[config.mk]
export PLATFORM = sky130hd
export DESIGN_NAME = tcp_client_connection_fsm
export DESIGN_NICKNAME = d
export VERILOG_FILES = /design/src/hdl/tccf_pkg.sv /design/src/hdl/tccf_in_stage.sv /design/src/hdl/tccf_core.sv /design/src/hdl/tccf_out_stage.sv /design/src/hdl/tcp_client_connection_fsm.sv
export SDC_FILE = /design/constraint.sdc
export NUM_CORES = 1
export LEC_CHECK = 0
export ABC_AREA = 1
export BUFFER_PORTS_ARGS = -buffer_cell sky130_fd_sc_hd__buf_2
export CORE_ASPECT_RATIO = 2
export CORE_MARGIN = 2
export CORE_UTILIZATION = 45
export CTS_CLUSTER_SIZE = 16
export DETAILED_ROUTE_END_ITERATION = 10
export GPL_TIMING_DRIVEN = 0
export PLACE_DENSITY_LB_ADDON = 0.3
export SLEW_MARGIN = 40
export SYNTH_ARGS = -nofsm -noshare
export SYNTH_HDL_FRONTEND = slang
export SYNTH_SLANG_ARGS = --single-unit
[constraint.sdc]
create_clock -name aclk -period 11.1 [get_ports aclk]
set_input_delay 0.555 -clock aclk [delete_from_list [all_inputs] [get_ports aclk]]
set_output_delay 0.555 -clock aclk [all_outputs]
set_load 0.01 [all_outputs]
[src/hdl/tccf_pkg.sv]
// ----------------------------------------------------------------------------
// tccf_pkg
// Shared types and codes for the TCP client connection state machine.
// ----------------------------------------------------------------------------
`timescale 1ns / 1ps
`default_nettype none

package tccf_pkg;

    localparam int unsigned NUM_W     = 32;
    localparam int unsigned FLAGS_W   = 8;
    localparam int unsigned CMD_W     = 2;
    localparam int unsigned STATUS_W  = 2;
    localparam int unsigned CFG_IDX_W = 1;

    // event kinds
    localparam logic [CMD_W-1:0] CMD_SEND = 2'd0;
    localparam logic [CMD_W-1:0] CMD_RECV = 2'd1;
    localparam logic [CMD_W-1:0] CMD_OPEN = 2'd2;

    // result status
    localparam logic [STATUS_W-1:0] STAT_OK      = 2'd0;
    localparam logic [STATUS_W-1:0] STAT_NA      = 2'd1;
    localparam logic [STATUS_W-1:0] STAT_SEQ_ERR = 2'd2;

    // flag bits
    localparam logic [FLAGS_W-1:0] FL_FIN    = 8'h01;
    localparam logic [FLAGS_W-1:0] FL_SYN    = 8'h02;
    localparam logic [FLAGS_W-1:0] FL_ACK    = 8'h10;
    localparam logic [FLAGS_W-1:0] FL_SYNACK = 8'h12;

    // configuration register indexes
    localparam logic [CFG_IDX_W-1:0] REG_INITIAL_SEQ = 1'b0;
    localparam logic [CFG_IDX_W-1:0] REG_INITIAL_ACK = 1'b1;

    localparam logic [NUM_W-1:0] INITIAL_SEQ_RST = 32'd1234;
    localparam logic [NUM_W-1:0] INITIAL_ACK_RST = 32'd0;

    typedef enum logic [2:0] {
        ST_CLOSED      = 3'd0,
        ST_SYN_SENT    = 3'd1,
        ST_ESTABLISHED = 3'd2,
        ST_FIN_WAIT1   = 3'd3,
        ST_FIN_WAIT2   = 3'd4,
        ST_TIME_WAIT   = 3'd5
    } conn_state_t;

    typedef struct packed {
        logic [CMD_W-1:0]   cmd;
        logic [FLAGS_W-1:0] seg_flags;
        logic [NUM_W-1:0]   seg_seq;
        logic [NUM_W-1:0]   seg_ack;
    } item_t;

    typedef struct packed {
        logic [STATUS_W-1:0] status;
        logic [2:0]          conn_state_now;
        logic                tx_valid;
        logic [FLAGS_W-1:0]  tx_flags;
        logic [NUM_W-1:0]    tx_seq;
        logic [NUM_W-1:0]    tx_ack;
    } result_t;

    typedef struct packed {
        logic                 wr_en;
        logic [CFG_IDX_W-1:0] index;
        logic [NUM_W-1:0]     wdata;
    } cfg_wr_t;

endpackage

`default_nettype wire

[src/hdl/tccf_in_stage.sv]
// ----------------------------------------------------------------------------
// tccf_in_stage
// Input register: holds one event beat until the core consumes it.
// ----------------------------------------------------------------------------
`timescale 1ns / 1ps
`default_nettype none

module tccf_in_stage (
    input  wire logic          aclk,
    input  wire logic          aresetn,
    input  wire logic          s_valid,
    output logic               s_ready,
    input  wire tccf_pkg::item_t s_item,
    input  wire logic          take,
    output logic               item_valid,
    output tccf_pkg::item_t    item
);

    logic            valid_reg;
    logic            valid_next;
    tccf_pkg::item_t item_reg;

    // register is free when empty or drained this cycle
    assign s_ready    = !valid_reg || take;
    assign valid_next = (s_valid && s_ready) ? 1'b1 : (take ? 1'b0 : valid_reg);

    always_ff @(posedge aclk) begin
        if (!aresetn) begin
            valid_reg <= 1'b0;
        end else begin
            valid_reg <= valid_next;
        end
    end

    always_ff @(posedge aclk) begin
        if (s_valid && s_ready) begin
            item_reg <= s_item;
        end
    end

    assign item_valid = valid_reg;
    assign item       = item_reg;

endmodule

`default_nettype wire

[src/hdl/tccf_core.sv]
// ----------------------------------------------------------------------------
// tccf_core
// Connection state, send/ack numbers, config registers and event decode.
// ----------------------------------------------------------------------------
`timescale 1ns / 1ps
`default_nettype none

module tccf_core (
    input  wire logic              aclk,
    input  wire logic              aresetn,
    input  wire tccf_pkg::cfg_wr_t cfg,
    input  wire tccf_pkg::item_t   item,
    input  wire logic              take,
    output tccf_pkg::result_t      result
);

    tccf_pkg::conn_state_t         state_reg, state_next;
    logic [tccf_pkg::NUM_W-1:0]    send_reg, send_next;
    logic [tccf_pkg::NUM_W-1:0]    ack_reg, ack_next;
    logic [tccf_pkg::NUM_W-1:0]    init_seq_reg, init_ack_reg;
    logic [tccf_pkg::NUM_W-1:0]    expect_ack;
    logic [tccf_pkg::NUM_W-1:0]    peer_next;
    logic                          ack_ok;

    assign expect_ack = send_reg + 32'd1;
    assign peer_next  = item.seg_seq + 32'd1;
    assign ack_ok     = (item.seg_ack == expect_ack);

    always_ff @(posedge aclk) begin
        if (!aresetn) begin
            init_seq_reg <= tccf_pkg::INITIAL_SEQ_RST;
            init_ack_reg <= tccf_pkg::INITIAL_ACK_RST;
        end else if (cfg.wr_en) begin
            case (cfg.index)
                tccf_pkg::REG_INITIAL_SEQ: init_seq_reg <= cfg.wdata;
                tccf_pkg::REG_INITIAL_ACK: init_ack_reg <= cfg.wdata;
                default: ;
            endcase
        end
    end

    always_ff @(posedge aclk) begin
        if (!aresetn) begin
            state_reg <= tccf_pkg::ST_CLOSED;
            send_reg  <= tccf_pkg::INITIAL_SEQ_RST;
            ack_reg   <= tccf_pkg::INITIAL_ACK_RST;
        end else if (take) begin
            state_reg <= state_next;
            send_reg  <= send_next;
            ack_reg   <= ack_next;
        end
    end

    always_comb begin
        state_next = state_reg;
        send_next  = send_reg;
        ack_next   = ack_reg;
        result     = '0;
        result.status = tccf_pkg::STAT_NA;

        case (item.cmd)
            tccf_pkg::CMD_OPEN: begin
                state_next    = tccf_pkg::ST_CLOSED;
                send_next     = init_seq_reg;
                ack_next      = init_ack_reg;
                result.status = tccf_pkg::STAT_OK;
            end
            tccf_pkg::CMD_SEND: begin
                // header always goes out with the current numbers
                result.tx_valid = 1'b1;
                result.tx_flags = item.seg_flags;
                result.tx_seq   = send_reg;
                result.tx_ack   = ack_reg;
                if (state_reg == tccf_pkg::ST_CLOSED
                    && (item.seg_flags & tccf_pkg::FL_SYN) != '0) begin
                    state_next    = tccf_pkg::ST_SYN_SENT;
                    result.status = tccf_pkg::STAT_OK;
                end else if (state_reg == tccf_pkg::ST_ESTABLISHED
                    && (item.seg_flags & tccf_pkg::FL_FIN) != '0) begin
                    state_next    = tccf_pkg::ST_FIN_WAIT1;
                    result.status = tccf_pkg::STAT_OK;
                end
            end
            tccf_pkg::CMD_RECV: begin
                case (state_reg)
                    tccf_pkg::ST_SYN_SENT: begin
                        if ((item.seg_flags & tccf_pkg::FL_SYNACK) == tccf_pkg::FL_SYNACK) begin
                            if (!ack_ok) begin
                                result.status = tccf_pkg::STAT_SEQ_ERR;
                            end else begin
                                state_next      = tccf_pkg::ST_ESTABLISHED;
                                send_next       = item.seg_ack;
                                ack_next        = peer_next;
                                result.status   = tccf_pkg::STAT_OK;
                                result.tx_valid = 1'b1;
                                result.tx_flags = tccf_pkg::FL_ACK;
                                result.tx_seq   = item.seg_ack;
                                result.tx_ack   = peer_next;
                            end
                        end
                    end
                    tccf_pkg::ST_FIN_WAIT1: begin
                        if ((item.seg_flags & tccf_pkg::FL_ACK) != '0) begin
                            if (!ack_ok) begin
                                result.status = tccf_pkg::STAT_SEQ_ERR;
                            end else begin
                                state_next    = tccf_pkg::ST_FIN_WAIT2;
                                ack_next      = peer_next;
                                result.status = tccf_pkg::STAT_OK;
                            end
                        end
                    end
                    tccf_pkg::ST_FIN_WAIT2: begin
                        if ((item.seg_flags & tccf_pkg::FL_FIN) != '0) begin
                            if (!ack_ok) begin
                                result.status = tccf_pkg::STAT_SEQ_ERR;
                            end else begin
                                state_next      = tccf_pkg::ST_TIME_WAIT;
                                send_next       = item.seg_ack;
                                ack_next        = peer_next;
                                result.status   = tccf_pkg::STAT_OK;
                                result.tx_valid = 1'b1;
                                result.tx_flags = tccf_pkg::FL_ACK;
                                result.tx_seq   = item.seg_ack;
                                result.tx_ack   = peer_next;
                            end
                        end
                    end
                    default: ;
                endcase
            end
            default: ;
        endcase

        result.conn_state_now = state_next;
    end

endmodule

`default_nettype wire

[src/hdl/tccf_out_stage.sv]
// ----------------------------------------------------------------------------
// tccf_out_stage
// Result register: holds one result beat until the receiver takes it.
// ----------------------------------------------------------------------------
`timescale 1ns / 1ps
`default_nettype none

module tccf_out_stage (
    input  wire logic              aclk,
    input  wire logic              aresetn,
    input  wire logic              load,
    input  wire tccf_pkg::result_t result,
    output logic                   free,
    output logic                   m_valid,
    input  wire logic              m_ready,
    output tccf_pkg::result_t      m_result
);

    logic              valid_reg;
    logic              valid_next;
    tccf_pkg::result_t result_reg;

    assign free       = !valid_reg || m_ready;
    assign valid_next = load ? 1'b1 : (m_ready ? 1'b0 : valid_reg);

    always_ff @(posedge aclk) begin
        if (!aresetn) begin
            valid_reg <= 1'b0;
        end else begin
            valid_reg <= valid_next;
        end
    end

    always_ff @(posedge aclk) begin
        if (load) begin
            result_reg <= result;
        end
    end

    assign m_valid  = valid_reg;
    assign m_result = result_reg;

endmodule

`default_nettype wire

[src/hdl/tcp_client_connection_fsm.sv]
// ----------------------------------------------------------------------------
// tcp_client_connection_fsm
// TCP client connection tracker: one result beat per event beat.
// ----------------------------------------------------------------------------
// Input channel s_*: one event beat (cmd, seg_flags, seg_seq, seg_ack) per
// valid/ready handshake. Result channel m_*: exactly one result beat per
// event, in order: status, state after the event and an optional header.
// Config port: cfg_wr_en with cfg_index 0 (initial_seq) or 1 (initial_ack)
// and cfg_wdata, written at the clock edge; write only while idle.
// Path: an accepted event is held in the input register, then decoded with
// the state update and loaded into the result register in one pass.
// Throughput: one event per cycle with m_ready high; state/number registers
// update in one pass through the decode logic, so events follow back to back.
// Receiver stall: the result register holds its beat; the input register
// still takes one more event, after which s_ready drops until m_ready.
// Reset (aresetn low, synchronous): state closed, send number 1234, ack
// number 0, config back to those values, both channels empty.
// ----------------------------------------------------------------------------
`timescale 1ns / 1ps
`default_nettype none

module tcp_client_connection_fsm (
    input  wire logic                              aclk,
    input  wire logic                              aresetn,
    input  wire logic                              cfg_wr_en,
    input  wire logic [tccf_pkg::CFG_IDX_W-1:0]    cfg_index,
    input  wire logic [tccf_pkg::NUM_W-1:0]        cfg_wdata,
    input  wire logic                              s_valid,
    output logic                                   s_ready,
    input  wire logic [tccf_pkg::CMD_W-1:0]        s_cmd,
    input  wire logic [tccf_pkg::FLAGS_W-1:0]      s_seg_flags,
    input  wire logic [tccf_pkg::NUM_W-1:0]        s_seg_seq,
    input  wire logic [tccf_pkg::NUM_W-1:0]        s_seg_ack,
    output logic                                   m_valid,
    input  wire logic                              m_ready,
    output logic [tccf_pkg::STATUS_W-1:0]          m_status,
    output logic [2:0]                             m_conn_state_now,
    output logic                                   m_tx_valid,
    output logic [tccf_pkg::FLAGS_W-1:0]           m_tx_flags,
    output logic [tccf_pkg::NUM_W-1:0]             m_tx_seq,
    output logic [tccf_pkg::NUM_W-1:0]             m_tx_ack
);

    tccf_pkg::item_t   s_item;
    tccf_pkg::item_t   item;
    tccf_pkg::cfg_wr_t cfg;
    tccf_pkg::result_t result;
    tccf_pkg::result_t m_result;
    logic              item_valid;
    logic              out_free;
    logic              take;

    assign s_item.cmd       = s_cmd;
    assign s_item.seg_flags = s_seg_flags;
    assign s_item.seg_seq   = s_seg_seq;
    assign s_item.seg_ack   = s_seg_ack;

    assign cfg.wr_en = cfg_wr_en;
    assign cfg.index = cfg_index;
    assign cfg.wdata = cfg_wdata;

    // an event is processed when it is held and the result slot opens
    assign take = item_valid && out_free;

    tccf_in_stage u_in (
        .aclk       (aclk),
        .aresetn    (aresetn),
        .s_valid    (s_valid),
        .s_ready    (s_ready),
        .s_item     (s_item),
        .take       (take),
        .item_valid (item_valid),
        .item       (item)
    );

    tccf_core u_core (
        .aclk    (aclk),
        .aresetn (aresetn),
        .cfg     (cfg),
        .item    (item),
        .take    (take),
        .result  (result)
    );

    tccf_out_stage u_out (
        .aclk     (aclk),
        .aresetn  (aresetn),
        .load     (take),
        .result   (result),
        .free     (out_free),
        .m_valid  (m_valid),
        .m_ready  (m_ready),
        .m_result (m_result)
    );

    assign m_status         = m_result.status;
    assign m_conn_state_now = m_result.conn_state_now;
    assign m_tx_valid       = m_result.tx_valid;
    assign m_tx_flags       = m_result.tx_flags;
    assign m_tx_seq         = m_result.tx_seq;
    assign m_tx_ack         = m_result.tx_ack;

    // header fields are zero whenever no header goes out
    a_no_tx_zero: assert property (@(posedge aclk) disable iff (!aresetn)
        m_valid && !m_tx_valid |-> m_tx_flags == '0 && m_tx_seq == '0 && m_tx_ack == '0)
        else $error("header fields nonzero without tx_valid");

    // a discarded segment never produces a header
    a_seq_err_no_tx: assert property (@(posedge aclk) disable iff (!aresetn)
        m_valid && m_status == tccf_pkg::STAT_SEQ_ERR |-> !m_tx_valid)
        else $error("header emitted on sequence error");

    // an open event lands in the result register as closed/ok
    a_open_result: assert property (@(posedge aclk) disable iff (!aresetn)
        take && item.cmd == tccf_pkg::CMD_OPEN |=>
            m_valid && m_conn_state_now == tccf_pkg::ST_CLOSED
            && m_status == tccf_pkg::STAT_OK)
        else $error("open event result wrong");

    // a result is only loaded into a free slot
    a_no_overwrite: assert property (@(posedge aclk) disable iff (!aresetn)
        m_valid && !m_ready |-> !take)
        else $error("result overwritten while stalled");

endmodule

`default_nettype wire
# Word level (Yosys, flattened, before mapping)
# Index checks and enable logic that the tools add are counted.
# op_classes
reduce_logical,17
n_bitwise,1
order_cmp,0
n_addsub,2
mul,0
eq_ne,13
n_mux,38
shift,0
div,0
# ops
cell,n
$pmux W73 S2,2
$mux W32,7
$mux W73,3
$pmux W32 S2,3
$pmux W32 S3,1
$add A32 B1 Y32 const B,2
$eq A32 B32 Y1,1
$mux W3,8
$pmux W3 S3,2
$pmux W2 S3,2
$mux W2,5
$eq A3 B2 Y1 const B,2
$ne A3 B2 Y1 const B,2
$ne A3 B3 Y1 const B,2
$reduce_and A6 Y1,1
$reduce_bool A2 Y1,3
$mux W1,5
$reduce_and A5 Y1,1
$eq A2 B2 Y1 const B,2
$logic_and A1 B1 Y1,4
$ne A4 B3 Y1 const B,1
$reduce_and A2 Y1,2
$eq A3 B1 Y1 const B,1
$eq A3 B3 Y1 const B,1
other kinds (6),8
# totals
mem_bits_rw,0
romBits,0
word_cells,88
inputBits,112
regBits,285
latchBits,0
mem_count,0

# Logic depth before layout (Yosys ltp)
# Gate-level depths: netlist of the first run.
# logic_depth
ltp_word,6
depth_mapped,21
mapped_depth_nobuf,20

# Cells and area by module
# From an unflattened synthesis of the first run, not the netlist that was laid out.
# hier_totals
hier_cells,1512
area_unflattened_um2,12986.2
# modules_own_cells
mod,seq_area_each_um2,area_each_um2,cells_per_inst,n_inst
tccf_core,2622.5,8316.7,1345,1
tccf_out_stage,2362.3,2388.5,84,1
tccf_in_stage,2242.2,2273.4,81,1
tcp_client_connection_fsm,0.0,7.5,2,1

# Worst setup path after synthesis of the first run
# Ideal clock, no wire load.
# synth_path
path_kind,input-to-reg
startpoint,input port m_ready
endpoint,register u_core.ack_reg[24] (netlist name)
path_slack_ns,7.301
setup_ns,0.117
n_path_buf,1
arrival_time_ns,3.682
stages,10
required_ns,10.983
cell_sequence,inv_1 > nand2_1 > nand2_1 > inv_1 > o311ai_0 > a21oi_1 > nand3_4 > clkbuf_1 > nor3_1 > nor2_1
# synth_via
elab_chain_len,3
# synth_rtl
item,line_no,rtl
from (decl),tcp_client_connection_fsm.sv:35,"input wire logic m_ready,"
$logic_or A1 B1 Y1,tccf_out_stage.sv:23,assign free = !valid_reg || m_ready;
$logic_and A1 B1 Y1,tcp_client_connection_fsm.sv:63,assign take = item_valid && out_free;
net take,tcp_client_connection_fsm.sv:51,logic take;
$reduce_and A6 Y1 (no source line),-,
to (signal assigned),tccf_core.sv:46,ack_reg <= tccf_pkg::INITIAL_ACK_RST;
to (signal assigned),tccf_core.sv:50,ack_reg <= ack_next;
to (decl),tccf_core.sv:19,"logic [tccf_pkg::NUM_W-1:0] ack_reg, ack_next;"
# The timed path passes the listed nets, and every way through them passes these cells.
# A chain may end at the register's enable or synchronous reset.

==> results of run 1 <==
where the power goes:
group / internal [mW] / leakage [nW] / switching, mW
Clock: 0.515 / 0.426 / 0.408
Combinational: 0.0844 / 3.40 / 0.167
Sequential: 1.17 / 2.55 / 0.0376
metrics by stage:
step | area (um2) | power [mW] | instances | hold WS [ns] | util [%]
finish | 15700 | 2.38 | 2158 | 0.159 | 53.5
detailed placement | 14800 | 1.48 | 2110 | 0.437 | 50.5
global placement | 14700 | 1.48 | 2108 | 0.433 | 50.3
floorplan | 13300 | 1.37 | 1554 | 0.424 | -
global route | 15700 | 2.47 | 2158 | 0.144 | 53.5
CTS | 15700 | 2.40 | 2158 | 0.146 | 53.5
worst max-delay path by stage:
stage,slack (ns),endpoint,startpoint,depth (start not counted)
2_1_floorplan,7.30,u_core.ack_reg[24],m_ready,10
4_1_cts,7.34,u_out.m_result[53],u_core.send_reg[1],17
6_report,7.23,u_out.m_result[53],u_core.send_reg[1],14
3_3_place_gp,5.91,u_core.ack_reg[23],m_ready,11
5_1_grt,7.08,u_out.m_result[53],u_core.send_reg[0],18
3_5_place_dp,7.37,u_out.m_result[53],u_core.send_reg[1],14
cells in the mapped netlist, drive strengths merged:
cell,number,area (um2)
nor3,20,100
a31oi,8,50.1
and3,2,12.5
xnor3,1,22.5
nor2,133,586
nand2b,1,6.26
o221ai,1,8.76
clkinv,2,7.51
nand4,14,87.6
nand3b,7,52.6
o21bai,5,37.5
o22ai,33,206
a21oi,114,608
o21ai,208,1040
ha,5,62.6
or3,1,6.26
and2,1,6.26
clkbuf,55,206
xor2,22,193
nor3b,1,7.51
nand2,311,1210
a32o,12,120
inv,190,713
edfxtp,152,4560
or2,3,18.8
dfxtp,133,2660
a221o,1,10.0
nor4,8,50.1
a211oi,2,15.0
o211ai,9,67.6
xnor2,12,105
o311ai,1,8.76
nand3,74,395
buf,12,80.1
cells by family (layout without fill, tap and decap cells):
| group | after synthesis | count (layout) | share of synthesized area (%) |
|---|---|---|---|
| flip-flops | 285 | 285 | 54.2 |
| XOR/XNOR | 35 | 35 | 2.40 |
| buffers and inverters | 259 | 499 | 7.56 |
| AND/OR/NAND/NOR | 576 | 576 | 19.1 |
| AO/OA/AOI/OAI | 394 | 394 | 16.3 |
| adder cells (fa/ha/maj) | 5 | 5 | 0.469 |
critical path, stage by stage, from the launching register on:
cell and delay (ns):
dfxtp_1 0.42, ha_1 0.25, nand3_1 0.22, nor2_1 0.35, nand3_1 0.11, nand2_1 0.13
nand3_1 0.11, nor3_1 0.20, nand3b_1 0.12, nor2_1 0.12, nand2_1 0.13, nor2_2 0.22
nand2_1 0.30, clkbuf_1 0.48, o21ai_0 0.47
cell type report:
class / instances / area (um2)
Fill cell: 2847 / 13600
Sequential cell: 285 / 7230
Multi-Input combinational cell: 1010 / 5100
Timing Repair Buffer: 192 / 1010
Clock buffer: 35 / 736
Inverter: 192 / 731
Tap cell: 364 / 455
Buffer: 67 / 288
Clock inverter: 13 / 135
per-layer routing:
layer / GRT usage (%) / wire length (um)
met3: 3.26 / 2920
met4: 10.6 / 1590
met5: 0 / 0
met2: 44.8 / 20200
met1: 33.0 / 16500
==> results.cfg, run 1 <==
[floorplan]
die_h_um = 247
die_w_um = 126
initial_core_util_pct = 45.5
core.rowCount = 89
core_area_um2 = 29300
ios = 192
dieArea_um2 = 31100

[worst_setup_path]
crit_fanout = 10
r2r_end = u_out.m_result[53]
r2r_cells = 14
critPathRequiredTime_ns = 11.42
arrival_ns = 4.20
path_class = reg2reg
cp-start-kind = flop
cp-end-kind = flop
r2r_slack_ns = 7.23
r2r-start = u_core.send_reg[1]

[job]
drv_cap = 0

[logic_synthesis]
synthesis.area_um2 = 13300
synth_nets = 1671
syn_inst = 1554
synth_area_per_cell_um2 = 8.58
ys_seq_area_share_pct = 54.2
synthDistinctLibCells = 46
yosysWarnings = 0
synth-seq-cells = 285

[outcome]
outcome = completed

[placed_design]
port_buffers = 190
pre_cts_slack_ns = 7.37
gp_congestion = 0.934
hpwlAfterDp_um = 31500

[clocking]
cts.clk_slew.worst_paths_ns = 0.07
htreeDepth = 1
cts_setup_buffers = 0
clk_path_buf_depth = 3
ctsResizeCount = 0
numCtsBuffers = 26
root_buffer = clkbuf_16
clkLatencyLatePin_ns = 0.57
clock-sinks = 285
postCtsHoldBufs = 0
cts_tree = built

[timing]
fin_crit_sh_pct = 34.9
hold_viol_final = 0
fmax_mhz = 258
min_period_ns = 3.87
slew_violations = 0
clock_skew_ns = 0.0229
fin_ws_ns = 7.23
rsz0062_at_grt = no
fin_tns_setup_ns = 0
slew_headroom_pct = 42.2
setup_viol = 0
worstMarginPinSlew_ns = 0.867

[min_path]
holdCritPathClass = in2reg
hp-start = s_cmd[1]
whs_path_depth = 1
min_delay_worst_endpoint = u_in.item[73]

[global_route]
globalRoute.totalOverflow = 0
grt_pass1_wl_um = 62000
track_usage_pct = 26.0
grt_max_degree = 58
antenna_found_initial = 0
grt_pass1_vias = 11000

[finish]
final_common_cell = nand2_1
largest_reg_flops = 78
syn2layout_area_growth_pct = 17.6
drive_above_1_share_pct = 15.9
layout_common_cells = 301 x nand2_1, 195 x o21ai_0, 194 x buf_2
fin_nets = 1891
antenna_cells = 0

[detailed_routing]
routed_wl_um = 41300
ant_nets = 0
viasPerCell = 5.43
drcViolationCount = 0
drt-pass1-iter-count = 6
vias = 11700
post_drt_wl_per_cell_um = 19.1
drt-initial-drc-count = 966

[pwr]
leakagePower_nw = 6.37
peakVddDrop_uv = 117
p_per_area_nw_per_um2 = 152
Power figures use the tool's default switching activity.
==> run 2, diff against run 1 <==
==> constraint.sdc (replaced) <==
create_clock -name aclk -period 4 [get_ports aclk]
set_input_delay 0.2 -clock aclk [delete_from_list [all_inputs] [get_ports aclk]]
set_output_delay 0.2 -clock aclk [all_outputs]
set_load 0.01 [all_outputs]
==> run 2 against run 1 <==
  * Register-to-register slack got worse by 7.1 ns
  * Sequential share of layout area fell by 2.9 points
  * Maximum frequency barely moved
  * Die area did not move
  * Count of clock-buffer cells in the layout did not move
  * First-iteration DRC count rose by 9.3%
  * Clock skew fell by 0.0047 ns
  * Critical path depth did not move
  * Critical endpoint unchanged
  * Final cell count rose by 5.0%
  * Via count rose by 3.9%
==> results.cfg, run 2 (synthesized netlist as in run 1, its figures left out) <==
[timing]
fin_crit_sh_pct = 96.9
min_period_ns = 3.87
slew_violations = 0
clock_skew_ns = 0.0182
rsz0062_at_grt = no
fmax_mhz = 258
fin_ws_ns = 0.126
slew_headroom_pct = 43.4
hold_viol_final = 0
worstMarginPinSlew_ns = 0.849
setup_viol = 0
fin_tns_setup_ns = 0

[placed_design]
dp.cells = 2110
pre_cts_slack_ns = 0.270
port_buffers = 190
placed_area_um2 = 14800
gp_congestion = 0.934
hpwlAfterDp_um = 31500

[global_route]
grt_pass1_wl_um = 64400
globalRoute.totalOverflow = 0
grt_pass1_vias = 11700
grt_max_degree = 58
track_usage_pct = 26.9
antenna_found_initial = 0

[finish]
layout_common_cells = 301 x nand2_1, 195 x o21ai_0, 194 x buf_2
final_area_um2 = 16700
final_common_cell = nand2_1
fin_nets = 1998
syn2layout_area_growth_pct = 25.6
antenna_cells = 0
largest_reg_flops = 78
drive_above_1_share_pct = 15.0
n_fill_cell = 2724
instances_no_fill = 2265

[clocking]
clk_path_buf_depth = 3
clkLatencyLatePin_ns = 0.57
clock-sinks = 285
htreeDepth = 1
cts.clk_slew.worst_paths_ns = 0.07
cts_setup_buffers = 0
numCtsBuffers = 26
root_buffer = clkbuf_16
cts_tree = built

[floorplan]
initial_core_util_pct = 45.5
core_area_um2 = 29300
die_w_um = 126
die_h_um = 247
core.rowCount = 89
ios = 192
dieArea_um2 = 31100

[detailed_routing]
drcViolationCount = 0
routed_wl_um = 42700
ant_nets = 0
viasPerCell = 5.38
drt-pass1-iter-count = 5
drt-initial-drc-count = 1056
vias = 12200
post_drt_wl_per_cell_um = 18.9

[min_path]
holdCritPathClass = in2reg

[worst_setup_path]
critPathRequiredTime_ns = 4.33
path_class = reg2reg
cp-end-kind = flop
cp-start-kind = flop
critPathTopFamily = simple AND/OR/NAND/NOR gates
worst_path_largest_cell_delay_ns = 0.46
crit_slowest_cell = buf_1
arrival_ns = 4.20
crit_fanout = 10
crit_path_cell_trace = ha_1 > nand3_1 > nor2_1 > nand3_1 > nand2_1 > nand3_1 > nor3_1 > nand3b_1 > nor2_1 > nand2_1 > nor2_2 > nand2_1 > buf_1 > o21ai_0
crit_buf_inv = 1

[job]
drv_cap = 0

[pwr]
peakVddDrop_uv = 325
leakagePower_nw = 6.82
p_per_area_nw_per_um2 = 401

[outcome]
outcome = completed
## run 2: final timing paths
kind,startpoint,to,slack (ns),depth (start not counted)
min,aresetn,u_core.ack_reg[4],0.03,3
max,u_core.send_reg[1],u_out.m_result[53],0.13,14
min reg2reg,u_core.init_seq_reg[24],u_core.init_seq_reg[24],0.45,2
max reg2reg,u_core.send_reg[1],u_out.m_result[53],0.13,14
## run 2: cell type report
| cell class | count | area (um2) | area share (%) |
|---|---|---|---|
| inverter | 192 | 731 | 4.36 |
| clock inverter | 13 | 135 | 0.807 |
| multi-input combinational | 1010 | 5100 | 30.4 |
| sequential | 285 | 7230 | 43.2 |
| timing repair buffer | 299 | 2080 | 12.4 |
| tap | 364 | 455 | 2.72 |
| clock buffer | 35 | 736 | 4.39 |
| buffer | 67 | 288 | 1.72 |
## run 2: metrics by stage
step                      util (%)  total power, mW  hold slack [ns]
after floorplan                  -             3.81            0.299
after global placement        50.3             4.10            0.377
after detailed placement      50.5             4.11            0.378
after CTS                     57.2             6.73          0.00875
after global routing          57.2             6.94           0.0644
final                         57.2             6.71           0.0339
## run 2: metal layers
layer,wire length (um),global-route usage [%],vias up
li1,-,-,5919
met1,17000,33.6,5692
met2,21200,47.1,485
met3,2840,3.02,95
met4,1640,11.3,0
met5,0,0,-
## run 2: repair_timing
action,CTS,global route
hold endpoints to repair,138,0
endpoints found under the setup margin,0,1
resized for setup,0,1
hold buffers,107,0
## run 2: report_power, final
part / total (mW) / internal (mW) / switching (mW)
Combinational: 0.782 / 0.302 / 0.480
Sequential: 3.36 / 3.25 / 0.106
Clock: 2.57 / 1.43 / 1.14
Total: 6.71 / 4.98 / 1.72
## run 2: worst reg2reg max path: cells and delay by family (launching register included)
family / cells / cell delay [ns]
compound gates: 1 / 0.46
fa+ha+maj: 1 / 0.26
simple gates: 11 / 2.04
buf+inv: 1 / 0.46
flops: 1 / 0.42
